[src/rtl/core/dpf_pkg.sv]
package dpf_pkg;

   localparam int DEPTH_DEFAULT = 64;

   localparam int ACTION_W = 2;
   localparam int ID_W = 16;
   localparam int TS_W = 32;
   localparam int LIMIT_W = 7;
   localparam int COUNT_W = 7;
   localparam int ENTRY_W = 2 * ID_W + TS_W;

   localparam logic [LIMIT_W-1:0] LIMIT_RESET = 7'd64;
   localparam logic [COUNT_W-1:0] COUNT_MAX = 7'd127;

   localparam logic [ACTION_W-1:0] ACT_ADD = 2'd0;
   localparam logic [ACTION_W-1:0] ACT_FORWARD = 2'd1;
   localparam logic [ACTION_W-1:0] ACT_COUNT = 2'd2;

   typedef struct packed {
      logic accept;
      logic scan;
      logic finish;
   } cmd_type;

   typedef struct packed {
      logic none_to_scan;
      logic scan_last;
   } status_type;

endpackage

[src/rtl/core/dpf_req_if.sv]
interface dpf_req_if;
   logic valid;
   logic ready;
   logic [dpf_pkg::ACTION_W-1:0] action;
   logic [dpf_pkg::ID_W-1:0] source;
   logic [dpf_pkg::ID_W-1:0] destination;
   logic [dpf_pkg::TS_W-1:0] timestamp;
   logic [dpf_pkg::TS_W-1:0] start_time;
   logic [dpf_pkg::TS_W-1:0] end_time;

   modport source_mp (
      output valid, action, source, destination, timestamp, start_time, end_time,
      input ready
   );
   modport sink (
      input valid, action, source, destination, timestamp, start_time, end_time,
      output ready
   );
endinterface

[src/rtl/core/dpf_rsp_if.sv]
interface dpf_rsp_if;
   logic valid;
   logic ready;
   logic added;
   logic packet_valid;
   logic [dpf_pkg::ID_W-1:0] out_source;
   logic [dpf_pkg::ID_W-1:0] out_destination;
   logic [dpf_pkg::TS_W-1:0] out_timestamp;
   logic [dpf_pkg::COUNT_W-1:0] match_count;

   modport source_mp (
      output valid, added, packet_valid, out_source, out_destination, out_timestamp,
             match_count,
      input ready
   );
   modport sink (
      input valid, added, packet_valid, out_source, out_destination, out_timestamp,
            match_count,
      output ready
   );
endinterface

[src/rtl/core/dpf_ctrl.sv]
module dpf_ctrl (
   input  logic                clock,
   input  logic                reset,
   input  logic                req_valid,
   output logic                req_ready,
   output logic                rsp_valid,
   input  logic                rsp_ready,
   input  dpf_pkg::status_type status,
   output dpf_pkg::cmd_type    cmd
);

   typedef enum logic [3:0] {
      S_IDLE   = 4'b0001,
      S_SCAN   = 4'b0010,
      S_DRAIN  = 4'b0100,
      S_FINISH = 4'b1000
   } state_type;

   state_type state_ff, state_in;
   logic rsp_valid_ff, rsp_valid_in;
   logic out_free;

   assign out_free = !rsp_valid_ff || rsp_ready;

   always_comb begin
      state_in = state_ff;
      cmd = '0;
      req_ready = 1'b0;
      case (state_ff)
         S_IDLE: begin
            req_ready = 1'b1;
            if (req_valid) begin
               cmd.accept = 1'b1;
               state_in = status.none_to_scan ? S_FINISH : S_SCAN;
            end
         end
         S_SCAN: begin
            cmd.scan = 1'b1;
            if (status.scan_last) begin
               state_in = S_DRAIN;
            end
         end
         S_DRAIN: begin
            state_in = S_FINISH;
         end
         S_FINISH: begin
            if (out_free) begin
               cmd.finish = 1'b1;
               state_in = S_IDLE;
            end
         end
         default: begin
            state_in = S_IDLE;
         end
      endcase
   end

   always_comb begin
      rsp_valid_in = rsp_valid_ff;
      if (rsp_valid_ff && rsp_ready) begin
         rsp_valid_in = 1'b0;
      end
      if (cmd.finish) begin
         rsp_valid_in = 1'b1;
      end
   end

   always_ff @(posedge clock) begin
      if (reset) begin
         state_ff <= S_IDLE;
         rsp_valid_ff <= 1'b0;
      end else begin
         state_ff <= state_in;
         rsp_valid_ff <= rsp_valid_in;
      end
   end

   assign rsp_valid = rsp_valid_ff;

   a_finish_free: assert property (@(posedge clock) disable iff (reset)
      cmd.finish |-> out_free)
      else $error("result loaded while output register still full");

   a_accept_scan: assert property (@(posedge clock) disable iff (reset)
      (cmd.accept && !status.none_to_scan) |=> state_ff == S_SCAN)
      else $error("scan did not start after request");

   a_rsp_rise: assert property (@(posedge clock) disable iff (reset)
      $rose(rsp_valid_ff) |-> $past(cmd.finish))
      else $error("response raised without finish");

endmodule

[src/rtl/core/dpf_dpath.sv]
module dpf_dpath #(
   parameter int DEPTH = dpf_pkg::DEPTH_DEFAULT
) (
   input  logic                               clock,
   input  logic                               reset,
   input  dpf_pkg::cmd_type                   cmd,
   output dpf_pkg::status_type                status,
   input  logic                               csr_wr_en,
   input  logic [dpf_pkg::LIMIT_W-1:0]        csr_wr_data,
   input  logic [dpf_pkg::ACTION_W-1:0]       req_action,
   input  logic [dpf_pkg::ID_W-1:0]           req_source,
   input  logic [dpf_pkg::ID_W-1:0]           req_destination,
   input  logic [dpf_pkg::TS_W-1:0]           req_timestamp,
   input  logic [dpf_pkg::TS_W-1:0]           req_start_time,
   input  logic [dpf_pkg::TS_W-1:0]           req_end_time,
   output logic                               rsp_added,
   output logic                               rsp_packet_valid,
   output logic [dpf_pkg::ID_W-1:0]           rsp_out_source,
   output logic [dpf_pkg::ID_W-1:0]           rsp_out_destination,
   output logic [dpf_pkg::TS_W-1:0]           rsp_out_timestamp,
   output logic [dpf_pkg::COUNT_W-1:0]        rsp_match_count
);

   localparam int SLOT_W = $clog2(DEPTH);
   localparam int OCC_W = $clog2(DEPTH + 1);
   localparam int LW = (OCC_W > dpf_pkg::LIMIT_W) ? OCC_W : dpf_pkg::LIMIT_W;
   localparam int EW = dpf_pkg::ENTRY_W;
   localparam int TS_W = dpf_pkg::TS_W;
   localparam int ID_W = dpf_pkg::ID_W;

   logic [EW-1:0] mem [DEPTH];
   logic [EW-1:0] rd_data_ff;
   logic          rd_valid_ff;

   logic [SLOT_W-1:0] head_ff, head_in;
   logic [OCC_W-1:0]  occ_ff, occ_in;
   logic [dpf_pkg::LIMIT_W-1:0] limit_ff;

   logic [dpf_pkg::ACTION_W-1:0] act_ff;
   logic [ID_W-1:0] src_ff, dst_ff;
   logic [TS_W-1:0] ts_ff, lo_ff, hi_ff;

   logic [SLOT_W-1:0] slot_ff;
   logic [OCC_W-1:0]  left_ff, left_in;
   logic              dup_ff;
   logic [OCC_W-1:0]  cnt_ff;

   logic              added_ff;
   logic              pkt_valid_ff;
   logic [ID_W-1:0]   out_src_ff;
   logic [ID_W-1:0]   out_dst_ff;
   logic [TS_W-1:0]   out_ts_ff;
   logic [dpf_pkg::COUNT_W-1:0] out_cnt_ff;

   logic [LW-1:0]     lim_eff;
   logic              evict;
   logic [OCC_W:0]    wr_sum;
   logic [SLOT_W-1:0] wr_slot;
   logic              wr_en;
   logic [EW-1:0]     cand;
   logic [LW-1:0]     cnt_ext;
   logic [dpf_pkg::COUNT_W-1:0] cnt_sat;
   logic              hit;

   function automatic logic [SLOT_W-1:0] slot_inc(input logic [SLOT_W-1:0] s);
      logic [SLOT_W-1:0] r;
      r = (s == SLOT_W'(DEPTH - 1)) ? '0 : s + 1'b1;
      return r;
   endfunction

   assign cand = {src_ff, dst_ff, ts_ff};

   always_comb begin
      if (req_action == dpf_pkg::ACT_ADD || req_action == dpf_pkg::ACT_COUNT) begin
         left_in = occ_ff;
      end else if (req_action == dpf_pkg::ACT_FORWARD) begin
         left_in = (occ_ff != '0) ? OCC_W'(1) : '0;
      end else begin
         left_in = '0;
      end
   end

   assign status.none_to_scan = (left_in == '0);
   assign status.scan_last = (left_ff == OCC_W'(1));

   always_comb begin
      if (limit_ff == '0) begin
         lim_eff = LW'(1);
      end else if (LW'(limit_ff) > LW'(DEPTH)) begin
         lim_eff = LW'(DEPTH);
      end else begin
         lim_eff = LW'(limit_ff);
      end
   end

   assign evict = (LW'(occ_ff) >= lim_eff);
   assign wr_sum = (OCC_W+1)'(head_ff) + (OCC_W+1)'(occ_ff);
   assign wr_slot = (wr_sum >= (OCC_W+1)'(DEPTH)) ? SLOT_W'(wr_sum - (OCC_W+1)'(DEPTH))
                                                 : SLOT_W'(wr_sum);
   assign wr_en = cmd.finish && (act_ff == dpf_pkg::ACT_ADD) && !dup_ff;

   assign hit = (rd_data_ff[TS_W +: ID_W] == dst_ff) &&
                (rd_data_ff[TS_W-1:0] >= lo_ff) && (rd_data_ff[TS_W-1:0] <= hi_ff);

   assign cnt_ext = LW'(cnt_ff);
   assign cnt_sat = (cnt_ext > LW'(dpf_pkg::COUNT_MAX)) ? dpf_pkg::COUNT_MAX
                                                        : dpf_pkg::COUNT_W'(cnt_ext);

   always_ff @(posedge clock) begin
      if (wr_en) begin
         mem[wr_slot] <= cand;
      end
      if (cmd.scan) begin
         rd_data_ff <= mem[slot_ff];
      end
   end

   always_comb begin
      head_in = head_ff;
      occ_in = occ_ff;
      if (cmd.finish) begin
         case (act_ff)
            dpf_pkg::ACT_ADD: begin
               if (!dup_ff) begin
                  if (evict) begin
                     head_in = slot_inc(head_ff);
                  end else begin
                     occ_in = occ_ff + 1'b1;
                  end
               end
            end
            dpf_pkg::ACT_FORWARD: begin
               if (occ_ff != '0) begin
                  head_in = slot_inc(head_ff);
                  occ_in = occ_ff - 1'b1;
               end
            end
            default: begin
               head_in = head_ff;
            end
         endcase
      end
   end

   always_ff @(posedge clock) begin
      if (reset) begin
         head_ff <= '0;
         occ_ff <= '0;
         limit_ff <= dpf_pkg::LIMIT_RESET;
         rd_valid_ff <= 1'b0;
      end else begin
         head_ff <= head_in;
         occ_ff <= occ_in;
         rd_valid_ff <= cmd.scan;
         if (csr_wr_en) begin
            limit_ff <= csr_wr_data;
         end
      end
   end

   always_ff @(posedge clock) begin
      if (cmd.accept) begin
         act_ff <= req_action;
         src_ff <= req_source;
         dst_ff <= req_destination;
         ts_ff <= req_timestamp;
         lo_ff <= req_start_time;
         hi_ff <= req_end_time;
         slot_ff <= head_ff;
         left_ff <= left_in;
         dup_ff <= 1'b0;
         cnt_ff <= '0;
      end else begin
         if (cmd.scan) begin
            slot_ff <= slot_inc(slot_ff);
            left_ff <= left_ff - 1'b1;
         end
         if (rd_valid_ff) begin
            if (rd_data_ff == cand) begin
               dup_ff <= 1'b1;
            end
            if (hit) begin
               cnt_ff <= cnt_ff + 1'b1;
            end
         end
      end
   end

   always_ff @(posedge clock) begin
      if (cmd.finish) begin
         added_ff <= 1'b0;
         pkt_valid_ff <= 1'b0;
         out_src_ff <= '0;
         out_dst_ff <= '0;
         out_ts_ff <= '0;
         out_cnt_ff <= '0;
         case (act_ff)
            dpf_pkg::ACT_ADD: begin
               added_ff <= !dup_ff;
            end
            dpf_pkg::ACT_FORWARD: begin
               if (occ_ff != '0) begin
                  pkt_valid_ff <= 1'b1;
                  out_src_ff <= rd_data_ff[TS_W + ID_W +: ID_W];
                  out_dst_ff <= rd_data_ff[TS_W +: ID_W];
                  out_ts_ff <= rd_data_ff[TS_W-1:0];
               end
            end
            dpf_pkg::ACT_COUNT: begin
               out_cnt_ff <= cnt_sat;
            end
            default: begin
               added_ff <= 1'b0;
            end
         endcase
      end
   end

   assign rsp_added = added_ff;
   assign rsp_packet_valid = pkt_valid_ff;
   assign rsp_out_source = out_src_ff;
   assign rsp_out_destination = out_dst_ff;
   assign rsp_out_timestamp = out_ts_ff;
   assign rsp_match_count = out_cnt_ff;

   a_occ_bound: assert property (@(posedge clock) disable iff (reset)
      occ_ff <= OCC_W'(DEPTH))
      else $error("occupancy above depth");

   a_rd_valid: assert property (@(posedge clock) disable iff (reset)
      rd_valid_ff |-> $past(cmd.scan))
      else $error("compare without memory read");

   a_no_rw: assert property (@(posedge clock) disable iff (reset)
      !(wr_en && cmd.scan))
      else $error("memory written during scan");

endmodule

[src/rtl/core/dedup_packet_fifo_with_range_count.sv]
// Bounded packet FIFO with duplicate filter and destination/time range count.
// req_chan carries one request (action, source, destination, timestamp,
// start_time, end_time); rsp_chan returns exactly one response per request.
// csr_wr_en/csr_wr_data write memory_limit (0 acts as 1, above DEPTH acts
// as DEPTH); write it only while no request is in flight.
// Timing: add and count read every stored packet, one memory read a cycle.
// After the request is accepted the block scans (S_SCAN), drains the last
// compare (S_DRAIN) and loads the response register (S_FINISH); forward of a
// non-empty FIFO reads only the head packet. Forward of an empty FIFO, add or
// count with nothing stored, and the unused action code skip the scan and go
// straight to S_FINISH. The single memory read port makes the scan read one
// packet at a time. req_chan.ready is high only between requests.
// The response sits in an output register; the next request is accepted
// while it waits. If rsp_chan stalls, a finished request waits until the
// register frees, and no further request is taken meanwhile.
// Reset empties the FIFO (head and occupancy to zero), sets memory_limit to
// 64 and drops any pending response. Stored packets need no clearing.
module dedup_packet_fifo_with_range_count #(
   parameter int DEPTH = dpf_pkg::DEPTH_DEFAULT
) (
   input  logic                         clock,
   input  logic                         reset,
   dpf_req_if.sink                      req_chan,
   dpf_rsp_if.source_mp                 rsp_chan,
   input  logic                         csr_wr_en,
   input  logic [dpf_pkg::LIMIT_W-1:0]  csr_wr_data
);

   dpf_pkg::cmd_type    cmd;
   dpf_pkg::status_type status;

   dpf_ctrl u_ctrl (
      .clock     (clock),
      .reset     (reset),
      .req_valid (req_chan.valid),
      .req_ready (req_chan.ready),
      .rsp_valid (rsp_chan.valid),
      .rsp_ready (rsp_chan.ready),
      .status    (status),
      .cmd       (cmd)
   );

   dpf_dpath #(
      .DEPTH (DEPTH)
   ) u_dpath (
      .clock               (clock),
      .reset               (reset),
      .cmd                 (cmd),
      .status              (status),
      .csr_wr_en           (csr_wr_en),
      .csr_wr_data         (csr_wr_data),
      .req_action          (req_chan.action),
      .req_source          (req_chan.source),
      .req_destination     (req_chan.destination),
      .req_timestamp       (req_chan.timestamp),
      .req_start_time      (req_chan.start_time),
      .req_end_time        (req_chan.end_time),
      .rsp_added           (rsp_chan.added),
      .rsp_packet_valid    (rsp_chan.packet_valid),
      .rsp_out_source      (rsp_chan.out_source),
      .rsp_out_destination (rsp_chan.out_destination),
      .rsp_out_timestamp   (rsp_chan.out_timestamp),
      .rsp_match_count     (rsp_chan.match_count)
   );

endmodule
[src/flat_wrapper.sv]
// flat-port wrapper written by rule: the top's interface ports become plain ports
module dedup_packet_fifo_with_range_count_flat 
#(
   parameter int DEPTH = dpf_pkg::DEPTH_DEFAULT
)
  (clock, reset, csr_wr_en, csr_wr_data, req_chan_valid, req_chan_action, req_chan_source, req_chan_destination, req_chan_timestamp, req_chan_start_time, req_chan_end_time, req_chan_ready, rsp_chan_valid, rsp_chan_added, rsp_chan_packet_valid, rsp_chan_out_source, rsp_chan_out_destination, rsp_chan_out_timestamp, rsp_chan_match_count, rsp_chan_ready);
  dpf_req_if req_chan_i ();
  dpf_rsp_if rsp_chan_i ();
  input  logic clock;
  input  logic reset;
  input  logic csr_wr_en;
  input  logic [dpf_pkg::LIMIT_W-1:0] csr_wr_data;
  input wire logic [$bits(req_chan_i.valid)-1:0] req_chan_valid;
  input wire logic [$bits(req_chan_i.action)-1:0] req_chan_action;
  input wire logic [$bits(req_chan_i.source)-1:0] req_chan_source;
  input wire logic [$bits(req_chan_i.destination)-1:0] req_chan_destination;
  input wire logic [$bits(req_chan_i.timestamp)-1:0] req_chan_timestamp;
  input wire logic [$bits(req_chan_i.start_time)-1:0] req_chan_start_time;
  input wire logic [$bits(req_chan_i.end_time)-1:0] req_chan_end_time;
  output wire logic [$bits(req_chan_i.ready)-1:0] req_chan_ready;
  output wire logic [$bits(rsp_chan_i.valid)-1:0] rsp_chan_valid;
  output wire logic [$bits(rsp_chan_i.added)-1:0] rsp_chan_added;
  output wire logic [$bits(rsp_chan_i.packet_valid)-1:0] rsp_chan_packet_valid;
  output wire logic [$bits(rsp_chan_i.out_source)-1:0] rsp_chan_out_source;
  output wire logic [$bits(rsp_chan_i.out_destination)-1:0] rsp_chan_out_destination;
  output wire logic [$bits(rsp_chan_i.out_timestamp)-1:0] rsp_chan_out_timestamp;
  output wire logic [$bits(rsp_chan_i.match_count)-1:0] rsp_chan_match_count;
  input wire logic [$bits(rsp_chan_i.ready)-1:0] rsp_chan_ready;
  assign req_chan_i.valid = req_chan_valid;
  assign req_chan_i.action = req_chan_action;
  assign req_chan_i.source = req_chan_source;
  assign req_chan_i.destination = req_chan_destination;
  assign req_chan_i.timestamp = req_chan_timestamp;
  assign req_chan_i.start_time = req_chan_start_time;
  assign req_chan_i.end_time = req_chan_end_time;
  assign req_chan_ready = req_chan_i.ready;
  assign rsp_chan_valid = rsp_chan_i.valid;
  assign rsp_chan_added = rsp_chan_i.added;
  assign rsp_chan_packet_valid = rsp_chan_i.packet_valid;
  assign rsp_chan_out_source = rsp_chan_i.out_source;
  assign rsp_chan_out_destination = rsp_chan_i.out_destination;
  assign rsp_chan_out_timestamp = rsp_chan_i.out_timestamp;
  assign rsp_chan_match_count = rsp_chan_i.match_count;
  assign rsp_chan_i.ready = rsp_chan_ready;
  dedup_packet_fifo_with_range_count #(.DEPTH(DEPTH)) u_core (.clock(clock), .reset(reset), .req_chan(req_chan_i), .rsp_chan(rsp_chan_i), .csr_wr_en(csr_wr_en), .csr_wr_data(csr_wr_data));
endmodule
[config.mk]
export PLATFORM = sky130hd
export DESIGN_NAME = dedup_packet_fifo_with_range_count_flat
export DESIGN_NICKNAME = d
export VERILOG_FILES = /design/src/rtl/core/dpf_pkg.sv /design/src/rtl/core/dpf_req_if.sv /design/src/rtl/core/dpf_rsp_if.sv /design/src/rtl/core/dpf_ctrl.sv /design/src/rtl/core/dpf_dpath.sv /design/src/rtl/core/dedup_packet_fifo_with_range_count.sv /design/src/flat_wrapper.sv
export SDC_FILE = /design/constraint.sdc
export NUM_CORES = 2
export LEC_CHECK = 0
export BUFFER_PORTS_ARGS = -buffer_cell sky130_fd_sc_hd__buf_2
export CAP_MARGIN = 20
export CORE_AREA = 2 2 653 655
export CTS_CLUSTER_DIAMETER = 30
export DETAILED_ROUTE_END_ITERATION = 8
export DIE_AREA = 0 0 655 657
export GPL_TIMING_DRIVEN = 0
export PLACE_DENSITY_LB_ADDON = 0.3
export RECOVER_POWER = 50
export SLEW_MARGIN = 20
export SYNTH_ARGS = -nofsm -noshare
export SYNTH_HDL_FRONTEND = slang
export SYNTH_SLANG_ARGS = --single-unit
[constraint.sdc]
create_clock -name clock -period 9.1 [get_ports clock]
set_clock_uncertainty 0.15 [all_clocks]
set_input_delay 0.91 -clock clock [delete_from_list [all_inputs] [get_ports clock]]
set_output_delay 0.91 -clock clock [all_outputs]
set_load 0.01 [all_outputs]
==> run metrics <==
run status complete, but fails checks; failing checks capacitance limit, slew limit; Netlist cell types 66; chip height 657 um; CTS Buffer Depth 4; leak pwr 68.7 nW; drt pass-1 iters 5; die width 655 um; via/cell ratio 5.62; critical path's slowest cell nor2b_1; synthesized area 169000 sq um; fillcell total 32739; measured slew at the worst slew-check pin 3410 ps; Sequential cell area 132000 sq um; post-synthesis register bit count 4410; Multi-input gate area 35500 sq um; drt wl/cell 31.6 um; CP endpoint kind flip-flop; H-Tree Depth 6; Initial DRC Count 10485; max-cap viol count 5; share of the synthesized area in the top cell type 0.779; critical path peak fanout 19; setup violators final 0; total grt overflow 0; Mapped Nets 7050; Post-synth EDFFs 4376; CTS clock-pin slew for the worst setup and hold paths 50 ps; cell taking the most area after synthesis edfxtp_1; P&R area growth vs syn 26.4%; IO Pins 217; Pwr per Cell Area 278 nW/um^2; Cell Area, Placed 185000 sq um; Synth Flop Type edfxtp_1; CP Class reg -> reg; Fin. Hold Viols 0; buffers and inverters on the worst path 4; Placed Instances 13104; layout cell share with drive strength beyond 1 0.365; commonest non-fill, non-tap cells in the layout edfxtp_1 (4376), mux4_2 (1344), clkbuf_16 (814); Ys Warns 0; Critical Path AT 7170 ps; Total Wirelength 467000 um; Antenna Nets Post-Route 0; clk_lat worst skew 1060 ps; largest net degree at the start of global routing 74; RSZ-0062 raised after global routing false; core box area 423000 sq um; Clock Tree Root clkbuf_16; Slew Limit Fails 142; synth top area cells edfxtp_1 (78%), mux4_2 (18%), ha_1 (0.64%), clkbuf_1 (0.42%), dfxtp_1 (0.40%); syn avg cell area 24.7 sq um; CP Cell Sequence or4b_1 -> nor2b_1 -> clkbuf_1 -> and3_1 -> nand3_1 -> nor2_4 -> buf_16 -> buf_16 -> buf_16; detailed placement HPWL 327000 um; total CTS buffers 805; most used cell, CP buf_16; Final min period 6560 ps; via count 83072; post-route cell area 213000 sq um; full die area 430000 sq um; Setup crit start kind flip-flop; initial antenna violation count 41; Slew Limit Headroom -1.27; register area share after synthesis 0.783; DRC 0; final setup margin 2540 ps; Initial Util 0.399; Port Buffers 215; Max VDD drop 0.247 mV; Post-Synthesis Cells 6820; Max Fclk 152 MHz; clk sink count 4410; fin nets 8620; Post-synth ARST share 0; pre-CTS setup slack 3860 ps; Crit path max-delay family simple AND/OR/NAND/NOR gates; first-pass GRT wire length 648000 um; CTS tree done; worst hold path type in -> reg; vias in the first global route 86185; Row Count 239; most common cell after layout, fill and taps aside edfxtp_1; critical path's largest stage delay 1250 ps; CP required 9710 ps; final std cells w/o fill 14781; global-route usage over all layers 0.214; placer congestion estimate 0.799; fin crit share 0.721; Setup TNS 0 ps
==> timing repair <==
item / CTS / global route
hold endpoints to repair: 140 / 0
setup buffers: 0 / 0
hold buffers: 139 / 0
resized for setup: 0 / 0
==> final timing paths <==
check	start	endpoint	slack (ps)	depth (start not counted)
hold / removal	rsp_chan_ready	u_core.u_ctrl.rsp_valid	60	3
setup / recovery	u_core.u_ctrl.state_ff[0]	u_core.u_dpath.mem[55][38]	2540	9
hold reg to reg	u_core.u_dpath.src_ff[2]	u_core.u_dpath.mem[50][50]	310	0
setup reg to reg	u_core.u_ctrl.state_ff[0]	u_core.u_dpath.mem[55][38]	2540	9
==> cell type report <==
type | count | area share
Antenna cell | 27 | 0.000317
Buffer | 315 | 0.00647
Clock buffer | 914 | 0.0975
Clock inverter | 594 | 0.0334
Inverter | 86 | 0.00152
Multi-Input combinational cell | 2009 | 0.166
Sequential cell | 4410 | 0.620
Tap cell | 5663 | 0.0333
Timing Repair Buffer | 763 | 0.0413
==> power by group <==
part | leakage (nW) | internal [mW] | switching (mW)
combinational | 15.5 | 2.55 | 3.46
clock | 13.4 | 19.7 | 10.5
sequential | 39.8 | 22.9 | 0.131
total | 68.7 | 45.2 | 14.1
==> Yosys cell counts (all sizes together), types with 16 or more instances <==
cell type / instances
edfxtp: 4376
mux4: 1344
clkbuf: 187
buf: 128
nor2: 112
ha: 86
inv: 85
and2: 71
nand2: 55
xor2: 55
a21oi: 40
dfxtp: 34
xnor2: 30
o21ai: 27
nand4: 20
nand3: 18
nor4: 16
==> tightest hold or removal path, delay by kind of cell <==
family	cells	cell delay (ps)
AND/OR/NAND/NOR	1	140
buffers and inverters	1	80
AO/OA/AOI/OAI	1	80
==> kinds of logic after synthesis <==
group | count (synthesis) | synth area share
flip-flops | 4410 | 0.783
multiplexers | 1359 | 0.180
buffers and inverters | 401 | 0.00959
AND/OR/NAND/NOR | 355 | 0.0111
AO/OA/AOI/OAI | 122 | 0.00467
adder cells (fa/ha/maj) | 88 | 0.00662
XOR/XNOR | 85 | 0.00441
==> through the flow <==
step	power (mW)	hold WS (ps)	util
after floorplan	27.0	288	-
after global placement	29.1	299	0.418
after detailed placement	29.5	312	0.439
after CTS	59.7	3.12	0.508
after global routing	60.8	65.7	0.504
final	59.2	62.3	0.504
==> flip-flops by register name (all words and copies together) (netlist names), 16 cells and up <==
name / cells
u_core.u_dpath.mem: 4096
u_core.u_dpath.rd_data_ff: 64
u_core.u_dpath.hi_ff: 32
u_core.u_dpath.lo_ff: 32
u_core.u_dpath.rsp_out_timestamp: 32
u_core.u_dpath.ts_ff: 32
u_core.u_dpath.dst_ff: 16
u_core.u_dpath.rsp_out_destination: 16
u_core.u_dpath.rsp_out_source: 16
u_core.u_dpath.src_ff: 16
==> layer usage <==
layer / global-route usage / share of wire / vias to the layer above / routed length, um
met5: 0 / 0.000049 / - / 23
met4: 0.0746 / 0.036 / 4 / 17000
met1: 0.282 / 0.38 / 44796 / 179000
met3: 0.0555 / 0.098 / 836 / 46000
li1: - / - / 33078 / -
met2: 0.345 / 0.48 / 4358 / 225000
Power figures use the tool's default switching activity.
